[config.mk]
export PLATFORM = sky130hd
export DESIGN_NAME = echo_probe_rtt_tracker
export DESIGN_NICKNAME = d
export VERILOG_FILES = /design/src/hw/rtl/ept_pkg.sv /design/src/hw/rtl/ept_ram.sv /design/src/hw/rtl/ept_ctrl.sv /design/src/hw/rtl/ept_datapath.sv /design/src/hw/rtl/echo_probe_rtt_tracker.sv
export SDC_FILE = /design/constraint.sdc
export NUM_CORES = 1
export LEC_CHECK = 0
export ABC_AREA = 1
export BUFFER_PORTS_ARGS = -buffer_cell sky130_fd_sc_hd__buf_2
export CAP_MARGIN = 20
export CORE_MARGIN = 1.5
export CORE_UTILIZATION = 50
export DETAILED_ROUTE_END_ITERATION = 6
export GPL_TIMING_DRIVEN = 0
export HOLD_SLACK_MARGIN = 0.15
export PLACE_DENSITY_LB_ADDON = 0.3
export SETUP_SLACK_MARGIN = 0.4
export SLEW_MARGIN = 20
export SYNTH_ARGS = -nofsm -noshare
export SYNTH_HDL_FRONTEND = slang
export SYNTH_SLANG_ARGS = --single-unit
[constraint.sdc]
create_clock -name clk -period 9.65 [get_ports clk]
set_input_delay 0.965 -clock clk [delete_from_list [all_inputs] [get_ports clk]]
set_output_delay 0.965 -clock clk [all_outputs]
set_load 0.05 [all_outputs]
[src/hw/rtl/ept_pkg.sv]
// echo probe tracker package: item types, control structs, protocol constants
// and the probe checksum function; no dependencies
`timescale 1ns / 1ps

package ept_pkg;

  localparam int REQUEST_SLOTS = 8;
  localparam int DELAY_ENTRIES = 16;
  localparam int TIME_WIDTH    = 48;

  localparam int SLOT_IDX_W   = (REQUEST_SLOTS > 1) ? $clog2(REQUEST_SLOTS) : 1;
  localparam int DLY_IDX_W    = (DELAY_ENTRIES > 1) ? $clog2(DELAY_ENTRIES) : 1;
  localparam int DELAY_SLOT_W = 4;

  localparam logic [15:0] ECHO_TYPE_CODE = 16'h0800;
  localparam logic [7:0]  ECHO_IDENT     = 8'h13;
  localparam logic [31:0] ECHO_PAYLOAD   = 32'h3472_0803;
  localparam logic [7:0]  REPLY_TYPE     = 8'h00;

  typedef enum logic [1:0] {
    OUT_SENT    = 2'd0,
    OUT_MATCH   = 2'd1,
    OUT_INVALID = 2'd2,
    OUT_STRAY   = 2'd3
  } outcome_t;

  typedef struct packed {
    logic                  mode;
    logic [TIME_WIDTH-1:0] now;
    logic [15:0]           reply_seq;
    logic [7:0]            reply_type;
    logic [15:0]           reply_id;
    logic [31:0]           reply_payload;
    logic                  reply_length_ok;
  } ept_in_t;

  typedef struct packed {
    outcome_t              outcome;
    logic [15:0]           probe_seq;
    logic [15:0]           probe_checksum;
    logic [TIME_WIDTH-1:0] round_trip;
    logic [3:0]            delay_slot;
  } ept_out_t;

  typedef struct packed {
    logic load;
    logic eval;
    logic ring_wr;
    logic result_ld;
  } ept_cmd_t;

  typedef struct packed {
    logic is_send;
    logic reply_ok;
    logic hit;
  } ept_sts_t;

  // ones-complement sum of the five request words, folded and inverted
  function automatic logic [15:0] probe_sum(input logic [15:0] seq);
    logic [17:0] s;
    logic [16:0] f;
    s = 18'(ECHO_TYPE_CODE) + 18'({ECHO_IDENT, 8'h00}) + 18'(seq)
      + 18'(ECHO_PAYLOAD[31:16]) + 18'(ECHO_PAYLOAD[15:0]);
    f = 17'(s[17:16]) + 17'(s[15:0]);
    f = f + 17'(f[16]);
    return ~f[15:0];
  endfunction

endpackage

[src/hw/rtl/ept_ram.sv]
// generic single-write, single-read ram with registered read data
// no dependencies
`timescale 1ns / 1ps

module ept_ram #(
  parameter int WIDTH = 8,
  parameter int DEPTH = 16
) (
  input  logic                                        clk,
  input  logic                                        wr_en,
  input  logic [((DEPTH > 1) ? $clog2(DEPTH) : 1)-1:0] wr_addr,
  input  logic [WIDTH-1:0]                            wr_data,
  input  logic [((DEPTH > 1) ? $clog2(DEPTH) : 1)-1:0] rd_addr,
  output logic [WIDTH-1:0]                            rd_data
);

  logic [WIDTH-1:0] mem [DEPTH];
  logic [WIDTH-1:0] rd_data_r;

  always_ff @(posedge clk) begin
    if (wr_en) begin
      mem[wr_addr] <= wr_data;
    end
    rd_data_r <= mem[rd_addr];
  end

  assign rd_data = rd_data_r;

endmodule

[src/hw/rtl/ept_ctrl.sv]
// echo probe tracker controller: sequences one item through the datapath
// and owns the result valid flag; depends on ept_pkg
`timescale 1ns / 1ps

module ept_ctrl (
  input  logic              clk,
  input  logic              rst_n,
  input  logic              in_valid,
  output logic              in_stall,
  output logic              out_valid,
  input  logic              out_stall,
  input  ept_pkg::ept_sts_t sts,
  output ept_pkg::ept_cmd_t cmd
);

  typedef enum logic [2:0] {
    ST_IDLE,
    ST_EVAL,
    ST_DIFF,
    ST_READ,
    ST_DONE
  } state_t;

  state_t state_r, state_nxt;
  logic   out_valid_r, out_valid_nxt;

  always_comb begin
    cmd           = '0;
    state_nxt     = state_r;
    out_valid_nxt = out_valid_r && out_stall;
    case (state_r)
      ST_IDLE: begin
        if (in_valid) begin
          cmd.load  = 1'b1;
          state_nxt = ST_EVAL;
        end
      end
      ST_EVAL: begin
        cmd.eval = 1'b1;
        if (!sts.is_send && sts.reply_ok && sts.hit) begin
          state_nxt = ST_DIFF;
        end else begin
          state_nxt = ST_DONE;
        end
      end
      ST_DIFF: begin
        cmd.ring_wr = 1'b1;
        state_nxt   = ST_READ;
      end
      // ring entry written last cycle is read back here
      ST_READ: begin
        state_nxt = ST_DONE;
      end
      ST_DONE: begin
        if (!out_valid_r || !out_stall) begin
          cmd.result_ld = 1'b1;
          out_valid_nxt = 1'b1;
          state_nxt     = ST_IDLE;
        end
      end
      default: begin
        state_nxt = ST_IDLE;
      end
    endcase
  end

  always_ff @(posedge clk) begin
    if (!rst_n) begin
      state_r     <= ST_IDLE;
      out_valid_r <= 1'b0;
    end else begin
      state_r     <= state_nxt;
      out_valid_r <= out_valid_nxt;
    end
  end

  assign in_stall  = (state_r != ST_IDLE);
  assign out_valid = out_valid_r;

endmodule

[src/hw/rtl/ept_datapath.sv]
// echo probe tracker datapath: request slots, reply checks, slot search,
// delay ring and result register; depends on ept_pkg and ept_ram
`timescale 1ns / 1ps

module ept_datapath (
  input  logic              clk,
  input  logic              rst_n,
  input  ept_pkg::ept_in_t  in_item,
  input  ept_pkg::ept_cmd_t cmd,
  output ept_pkg::ept_sts_t sts,
  output ept_pkg::ept_out_t out_item
);

  ept_pkg::ept_in_t item_r;

  logic                           slot_vld_r  [ept_pkg::REQUEST_SLOTS];
  logic [15:0]                    slot_seq_r  [ept_pkg::REQUEST_SLOTS];
  logic [ept_pkg::TIME_WIDTH-1:0] slot_time_r [ept_pkg::REQUEST_SLOTS];
  logic [ept_pkg::SLOT_IDX_W-1:0] slot_ptr_r;
  logic [15:0]                    next_seq_r;
  logic [ept_pkg::DLY_IDX_W-1:0]  dly_ptr_r;
  logic [ept_pkg::DLY_IDX_W-1:0]  dly_last_r;
  logic [ept_pkg::SLOT_IDX_W-1:0] match_idx_r;
  ept_pkg::outcome_t              res_outcome_r;
  logic [15:0]                    res_seq_r;
  logic [15:0]                    res_chk_r;
  ept_pkg::ept_out_t              out_r;

  logic                           reply_ok;
  logic                           hit;
  logic [ept_pkg::SLOT_IDX_W-1:0] hit_idx;
  logic [ept_pkg::TIME_WIDTH-1:0] delay;
  logic [ept_pkg::TIME_WIDTH-1:0] ring_rd;

  assign reply_ok = item_r.reply_length_ok
                 && (item_r.reply_type == ept_pkg::REPLY_TYPE)
                 && (item_r.reply_id == 16'(ept_pkg::ECHO_IDENT))
                 && (item_r.reply_payload == ept_pkg::ECHO_PAYLOAD);

  // lowest valid slot with the same sequence number wins
  always_comb begin
    hit     = 1'b0;
    hit_idx = '0;
    for (int i = ept_pkg::REQUEST_SLOTS - 1; i >= 0; i--) begin
      if (slot_vld_r[i] && (slot_seq_r[i] == item_r.reply_seq)) begin
        hit     = 1'b1;
        hit_idx = ept_pkg::SLOT_IDX_W'(i);
      end
    end
  end

  assign sts.is_send  = ~item_r.mode;
  assign sts.reply_ok = reply_ok;
  assign sts.hit      = hit;

  // difference wraps at the time width
  assign delay = item_r.now - slot_time_r[match_idx_r];

  ept_ram #(
    .WIDTH (ept_pkg::TIME_WIDTH),
    .DEPTH (ept_pkg::DELAY_ENTRIES)
  ) u_delay_ring (
    .clk     (clk),
    .wr_en   (cmd.ring_wr),
    .wr_addr (dly_ptr_r),
    .wr_data (delay),
    .rd_addr (dly_last_r),
    .rd_data (ring_rd)
  );

  always_ff @(posedge clk) begin
    if (!rst_n) begin
      for (int i = 0; i < ept_pkg::REQUEST_SLOTS; i++) begin
        slot_vld_r[i] <= 1'b0;
      end
      slot_ptr_r <= '0;
      next_seq_r <= '0;
      dly_ptr_r  <= '0;
    end else begin
      if (cmd.eval && !item_r.mode) begin
        slot_vld_r[slot_ptr_r] <= 1'b1;
        slot_ptr_r <= (slot_ptr_r == ept_pkg::SLOT_IDX_W'(ept_pkg::REQUEST_SLOTS - 1))
                      ? '0 : slot_ptr_r + 1'b1;
        next_seq_r <= next_seq_r + 16'd1;
      end
      if (cmd.ring_wr) begin
        dly_ptr_r <= (dly_ptr_r == ept_pkg::DLY_IDX_W'(ept_pkg::DELAY_ENTRIES - 1))
                     ? '0 : dly_ptr_r + 1'b1;
      end
    end
  end

  always_ff @(posedge clk) begin
    if (cmd.load) begin
      item_r <= in_item;
    end
    if (cmd.eval) begin
      if (!item_r.mode) begin
        slot_seq_r[slot_ptr_r]  <= next_seq_r;
        slot_time_r[slot_ptr_r] <= item_r.now;
        res_outcome_r           <= ept_pkg::OUT_SENT;
        res_seq_r               <= next_seq_r;
        res_chk_r               <= ept_pkg::probe_sum(next_seq_r);
      end else begin
        res_seq_r <= '0;
        res_chk_r <= '0;
        if (!reply_ok) begin
          res_outcome_r <= ept_pkg::OUT_INVALID;
        end else if (hit) begin
          res_outcome_r <= ept_pkg::OUT_MATCH;
        end else begin
          res_outcome_r <= ept_pkg::OUT_STRAY;
        end
      end
      match_idx_r <= hit_idx;
    end
    if (cmd.ring_wr) begin
      dly_last_r <= dly_ptr_r;
    end
    if (cmd.result_ld) begin
      out_r.outcome        <= res_outcome_r;
      out_r.probe_seq      <= res_seq_r;
      out_r.probe_checksum <= res_chk_r;
      if (res_outcome_r == ept_pkg::OUT_MATCH) begin
        out_r.round_trip <= ring_rd;
        out_r.delay_slot <= ept_pkg::DELAY_SLOT_W'(dly_last_r);
      end else begin
        out_r.round_trip <= '0;
        out_r.delay_slot <= '0;
      end
    end
  end

  assign out_item = out_r;

endmodule

[src/hw/rtl/echo_probe_rtt_tracker.sv]
// echo probe round-trip tracker, top level: controller plus datapath
// depends on ept_pkg, ept_ctrl, ept_datapath
//
//   channel | ports                           | payload
//   input   | in_valid, in_stall, in_item     | ept_pkg::ept_in_t
//   result  | out_valid, out_stall, out_item  | ept_pkg::ept_out_t
//
// one item at a time: a send or a rejected reply goes from accept to result
// through search alone, a matched reply through search, ring write, ring read-back.
// the slot search compares all request slots in parallel.
// the result sits in an output register; a stalled result holds the
// controller in its final state until taken. synchronous active-low reset
// clears slot valid bits, pointers and the sequence counter.
`timescale 1ns / 1ps

module echo_probe_rtt_tracker (
  input  logic              clk,
  input  logic              rst_n,
  input  logic              in_valid,
  output logic              in_stall,
  input  ept_pkg::ept_in_t  in_item,
  output logic              out_valid,
  input  logic              out_stall,
  output ept_pkg::ept_out_t out_item
);

  ept_pkg::ept_cmd_t cmd;
  ept_pkg::ept_sts_t sts;

  ept_ctrl u_ctrl (
    .clk       (clk),
    .rst_n     (rst_n),
    .in_valid  (in_valid),
    .in_stall  (in_stall),
    .out_valid (out_valid),
    .out_stall (out_stall),
    .sts       (sts),
    .cmd       (cmd)
  );

  ept_datapath u_dp (
    .clk      (clk),
    .rst_n    (rst_n),
    .in_item  (in_item),
    .cmd      (cmd),
    .sts      (sts),
    .out_item (out_item)
  );

endmodule

==> impl_results.md <==
- Status: finished with violations
- Failing checks: design-rule violations
- Die Outline Area: 130500 um2
- Endpoint of the worst hold-timing path: u_dp.item_r[61]$_DFFE_PP_
- Path depth of the worst reg2reg path: 18
- Total vias in the final route: 42840
- Total power: 15.04 mW
- Number of enable-type register cells in the synthesized netlist: 1529
- Later-pin clock latency in the skew report: 800 ps
- Final WS setup: 2489 ps
- Half-perimeter wire length of the detailed placement result: 123600 um
- Flop and latch count out of synthesis: 1612
- Cell at the root of the clock tree: sky130_fd_sc_hd__clkbuf_16
- Core area: 127500 um2
- Clock transition at the register clock pins on the worst setup and hold paths after CTS: 60 ps
- Die Y: 361.3 um
- Number of buffers added for setup after CTS: 0
- R2r setup slk: 2490 ps
- Share of flip-flops with an asynchronous set or reset after synthesis: 0%
- Clock period minus worst slack: 7161 ps
- Slew HR: 19.72%
- Number of DRC violations after detailed routing: 2
- Timing-limited maximum frequency: 139.6 MHz
- CP Capture Type: flop
- NumNets Final: 5574
- Average cell area after synthesis: 13.11 um2
- Global-route usage over all layers: 26.72%
- Capture instance of the worst register-to-register path: u_dp.u_delay_ring.mem[10][46]$_DFFE_PP_
- Max-capacitance violation count: 0
- Number of DRC markers in iteration 0: 5483
- Largest area contributor in the synthesized netlist: sky130_fd_sc_hd__edfxtp_1
- Peak ir drop on the vdd network: 0.0001825 V
- Post-CTS Hold Buffers: 0
- Routability-driven placement congestion ratio: 0.9208
- Most common cell in the synthesized netlist: sky130_fd_sc_hd__edfxtp_1
- Primary FF master, synth: sky130_fd_sc_hd__edfxtp_1
- Initial core utilization: 50.34%
- Placement-stage worst setup slack: 2759 ps
- Share of the cycle needed by the critical path after routing: 74.21%
- Worst path required time: 10080 ps
- Static Leak: 25.41 nW
- Power per cell area: 201.2 nW/um2
- TritonCTS clock tree: yes
- Largest cells by area after synthesis: sky130_fd_sc_hd__edfxtp_1 72%, sky130_fd_sc_hd__o21ai_0 5.5%, sky130_fd_sc_hd__nor2_1 4.8%
- Number of warning messages in the yosys log: 0
- Post-synthesis cell count: 4898
- Critical setup path kind: reg2reg
- Wirelength, routed: 176600 um
- Area delta synth->final: 16.41%
- Initial antenna violation count: 1
- Antenna-violating nets left: 0
- Element type at the critical path start: flop
- Tightest Hold Check Type: in2reg
- Number of hold violations in the final report: 0
- Total I/O pin count: 214
- Pin count of the biggest net entering global routing: 36
- Slew at the pin closest to its max-slew limit: 1204 ps
- Routed wirelength normalized by instance count: 24.60 um
- Port-buffer cells: 213
- Clock sink count: 1612
- Standard-cell row count: 131
- Filler cell count in the final layout: 9913
- Buffers from clock root to sink, at most: 3
- Distinct cells, synth: 47
- Fraction of the yosys area taken by sequential cells: 74.12%
- Fraction of layout cells with a size suffix above 1: 12.04%
- Worst path arrival time: 7590 ps
- Number of pins with negative max-slew slack in the final report: 0
- TritonCTS Buffers: 160
- Mapped cell area: 64190 um2
- Final-layout worst hold slack: 355.3 ps
- Max FO, Critical Path: 16
- Via count of the first global-routing pass: 41780
- Worst reg2reg path startpoint: u_dp.match_idx_r[0]$_SDFFCE_PP0N_
- Wire length of the first global-routing pass: 259200 um
- Total overflow reported by the global router: 0
- First-pass iteration count of the detailed router: 7
- Number of H-tree branching levels: 4
- Via/cell ratio: 5.966
- Max Clock Skew: 39.25 ps
- Die boundary width: 361.3 um
- Final count of negative-setup-slack endpoints: 0
- Net count after synthesis: 5087
- RSZ-0062 raised after global routing: no
- Hold-critical path depth: 1
- Most instantiated cells after synthesis: 1529 x sky130_fd_sc_hd__edfxtp_1, 817 x sky130_fd_sc_hd__nor2_1, 702 x sky130_fd_sc_hd__o21ai_0, 321 x sky130_fd_sc_hd__nand2_1, 249 x sky130_fd_sc_hd__clkbuf_1
- Resized cells post-CTS: 0
- Hold path startpoint: in_item[61]
- Proportion of netlist area held by the largest area contributor: 71.53%
==> per-layer routing <==
metal,vias to the layer above,global-route usage (%),wire length [um]
met5,-,0,0
met4,0,10.20,5905
met3,351,4.554,18210
met2,2532,43.77,84410
met1,20800,35.92,68100
li1,19160,-,-
==> through the flow <==
stage | setup TNS [ps] | instances | util, % | instance area, um2
2_1_floorplan | 0 | 4898 | - | 64190
3_3_place_gp | -390560 | 6773 | 52.81 | 67340
3_5_place_dp | 0 | 6885 | 54.59 | 69610
4_1_cts | 0 | 7178 | 58.54 | 74640
5_1_grt | 0 | 7179 | 58.60 | 74720
6_report | 0 | 7181 | 58.60 | 74730
==> power breakdown <==
group | internal, mW | total [mW] | leakage, nW | switching [mW]
sequential | 7.98 | 8.04 | 14.6 | 0.0595
clock | 3.40 | 6.01 | 2.48 | 2.61
combinational | 0.230 | 0.985 | 8.34 | 0.755
==> kinds of logic (layout without fill, tap and decap cells) <==
kind of cell             after synthesis  in the layout  synth area share (%)
AO/OA/AOI/OAI                       1248           1248                 11.55
XOR/XNOR                             103            103                 1.405
adder cells (fa/ha/maj)               63             63                 1.251
buffers and inverters                500           1118                 2.924
flip-flops                          1612           1612                 74.12
other                                  2              5               0.01170
AND/OR/NAND/NOR                     1370           1370                 8.740
==> cells in the final DEF, fill, tap and decap left out, drive strengths merged, types with 3 or more instances in the layout <==
cell,n
dfxtp,83
clkbuf,455
clkinv,74
o221ai,189
nor4,23
nand3,106
a21oi,104
a31oi,31
nand3b,4
or2,7
nor3,31
edfxtp,1529
o22ai,122
a211oi,6
a221oi,4
o21bai,5
inv,246
a22o,5
nand4,22
xnor2,37
and3,7
ha,61
nor2,828
nand2,335
o21ai,703
diode,3
bufinv,9
xor2,66
o2111ai,6
o21a,5
o211ai,63
nor4b,5
buf,333
==> sequential cells by signal, summed over array words and instances, names as in the netlist, 48 cells and up <==
signal and flops:
u_dp.u_delay_ring.rd_data 48, u_dp.slot_time_r 384, u_dp.item_r 122, u_dp.slot_seq_r 128
u_dp.out_item 86, u_dp.u_delay_ring.mem 768
==> worst max-delay path by stage <==
stage	to	from	slack, ps
after floorplan	u_dp.slot_seq_r[4][0]$_DFFE_PP_	u_ctrl.state_r[0]$_SDFFE_PN0P_	1930
after global placement	u_dp.slot_time_r[4][7]$_DFFE_PP_	u_ctrl.state_r[0]$_SDFFE_PN0P_	-3310
after detailed placement	u_dp.u_delay_ring.mem[11][46]$_DFFE_PP_	u_dp.match_idx_r[0]$_SDFFCE_PP0N_	2760
after CTS	u_dp.u_delay_ring.mem[10][46]$_DFFE_PP_	u_dp.match_idx_r[0]$_SDFFCE_PP0N_	2720
after global routing	u_dp.u_delay_ring.mem[10][46]$_DFFE_PP_	u_dp.match_idx_r[0]$_SDFFCE_PP0N_	2340
final	u_dp.u_delay_ring.mem[10][46]$_DFFE_PP_	u_dp.match_idx_r[0]$_SDFFCE_PP0N_	2490
==> critical path: stages, from the launching register on <==
cell	delay [ps]
sky130_fd_sc_hd__edfxtp_1	640
sky130_fd_sc_hd__clkbuf_1	470
sky130_fd_sc_hd__inv_1	150
sky130_fd_sc_hd__clkbuf_1	320
sky130_fd_sc_hd__clkbuf_1	350
sky130_fd_sc_hd__clkbuf_1	340
sky130_fd_sc_hd__o21ai_0	250
sky130_fd_sc_hd__a31oi_1	130
sky130_fd_sc_hd__ha_1	300
sky130_fd_sc_hd__fa_1	490
sky130_fd_sc_hd__o21ai_0	920
sky130_fd_sc_hd__a21oi_1	320
sky130_fd_sc_hd__nor2_1	170
sky130_fd_sc_hd__nor2_1	100
sky130_fd_sc_hd__o21ai_0	480
sky130_fd_sc_hd__nand4_1	150
sky130_fd_sc_hd__nand2_1	260
sky130_fd_sc_hd__a21oi_1	160
sky130_fd_sc_hd__xor2_2	770
==> area by class of cell <==
cell class	count	area [um2]	share of cell area, %
Multi-Input combinational cell	2786	15280	20.45
Clock inverter	87	733.2	0.9812
Buffer	257	964.7	1.291
Sequential cell	1612	47580	63.67
Antenna cell	3	7.507	0.01005
Timing Repair Buffer	325	2874	3.846
Inverter	243	912.1	1.221
Clock buffer	206	4302	5.756
Tap cell	1662	2079	2.783
No activity file was read; power rests on OpenSTA's default activity.
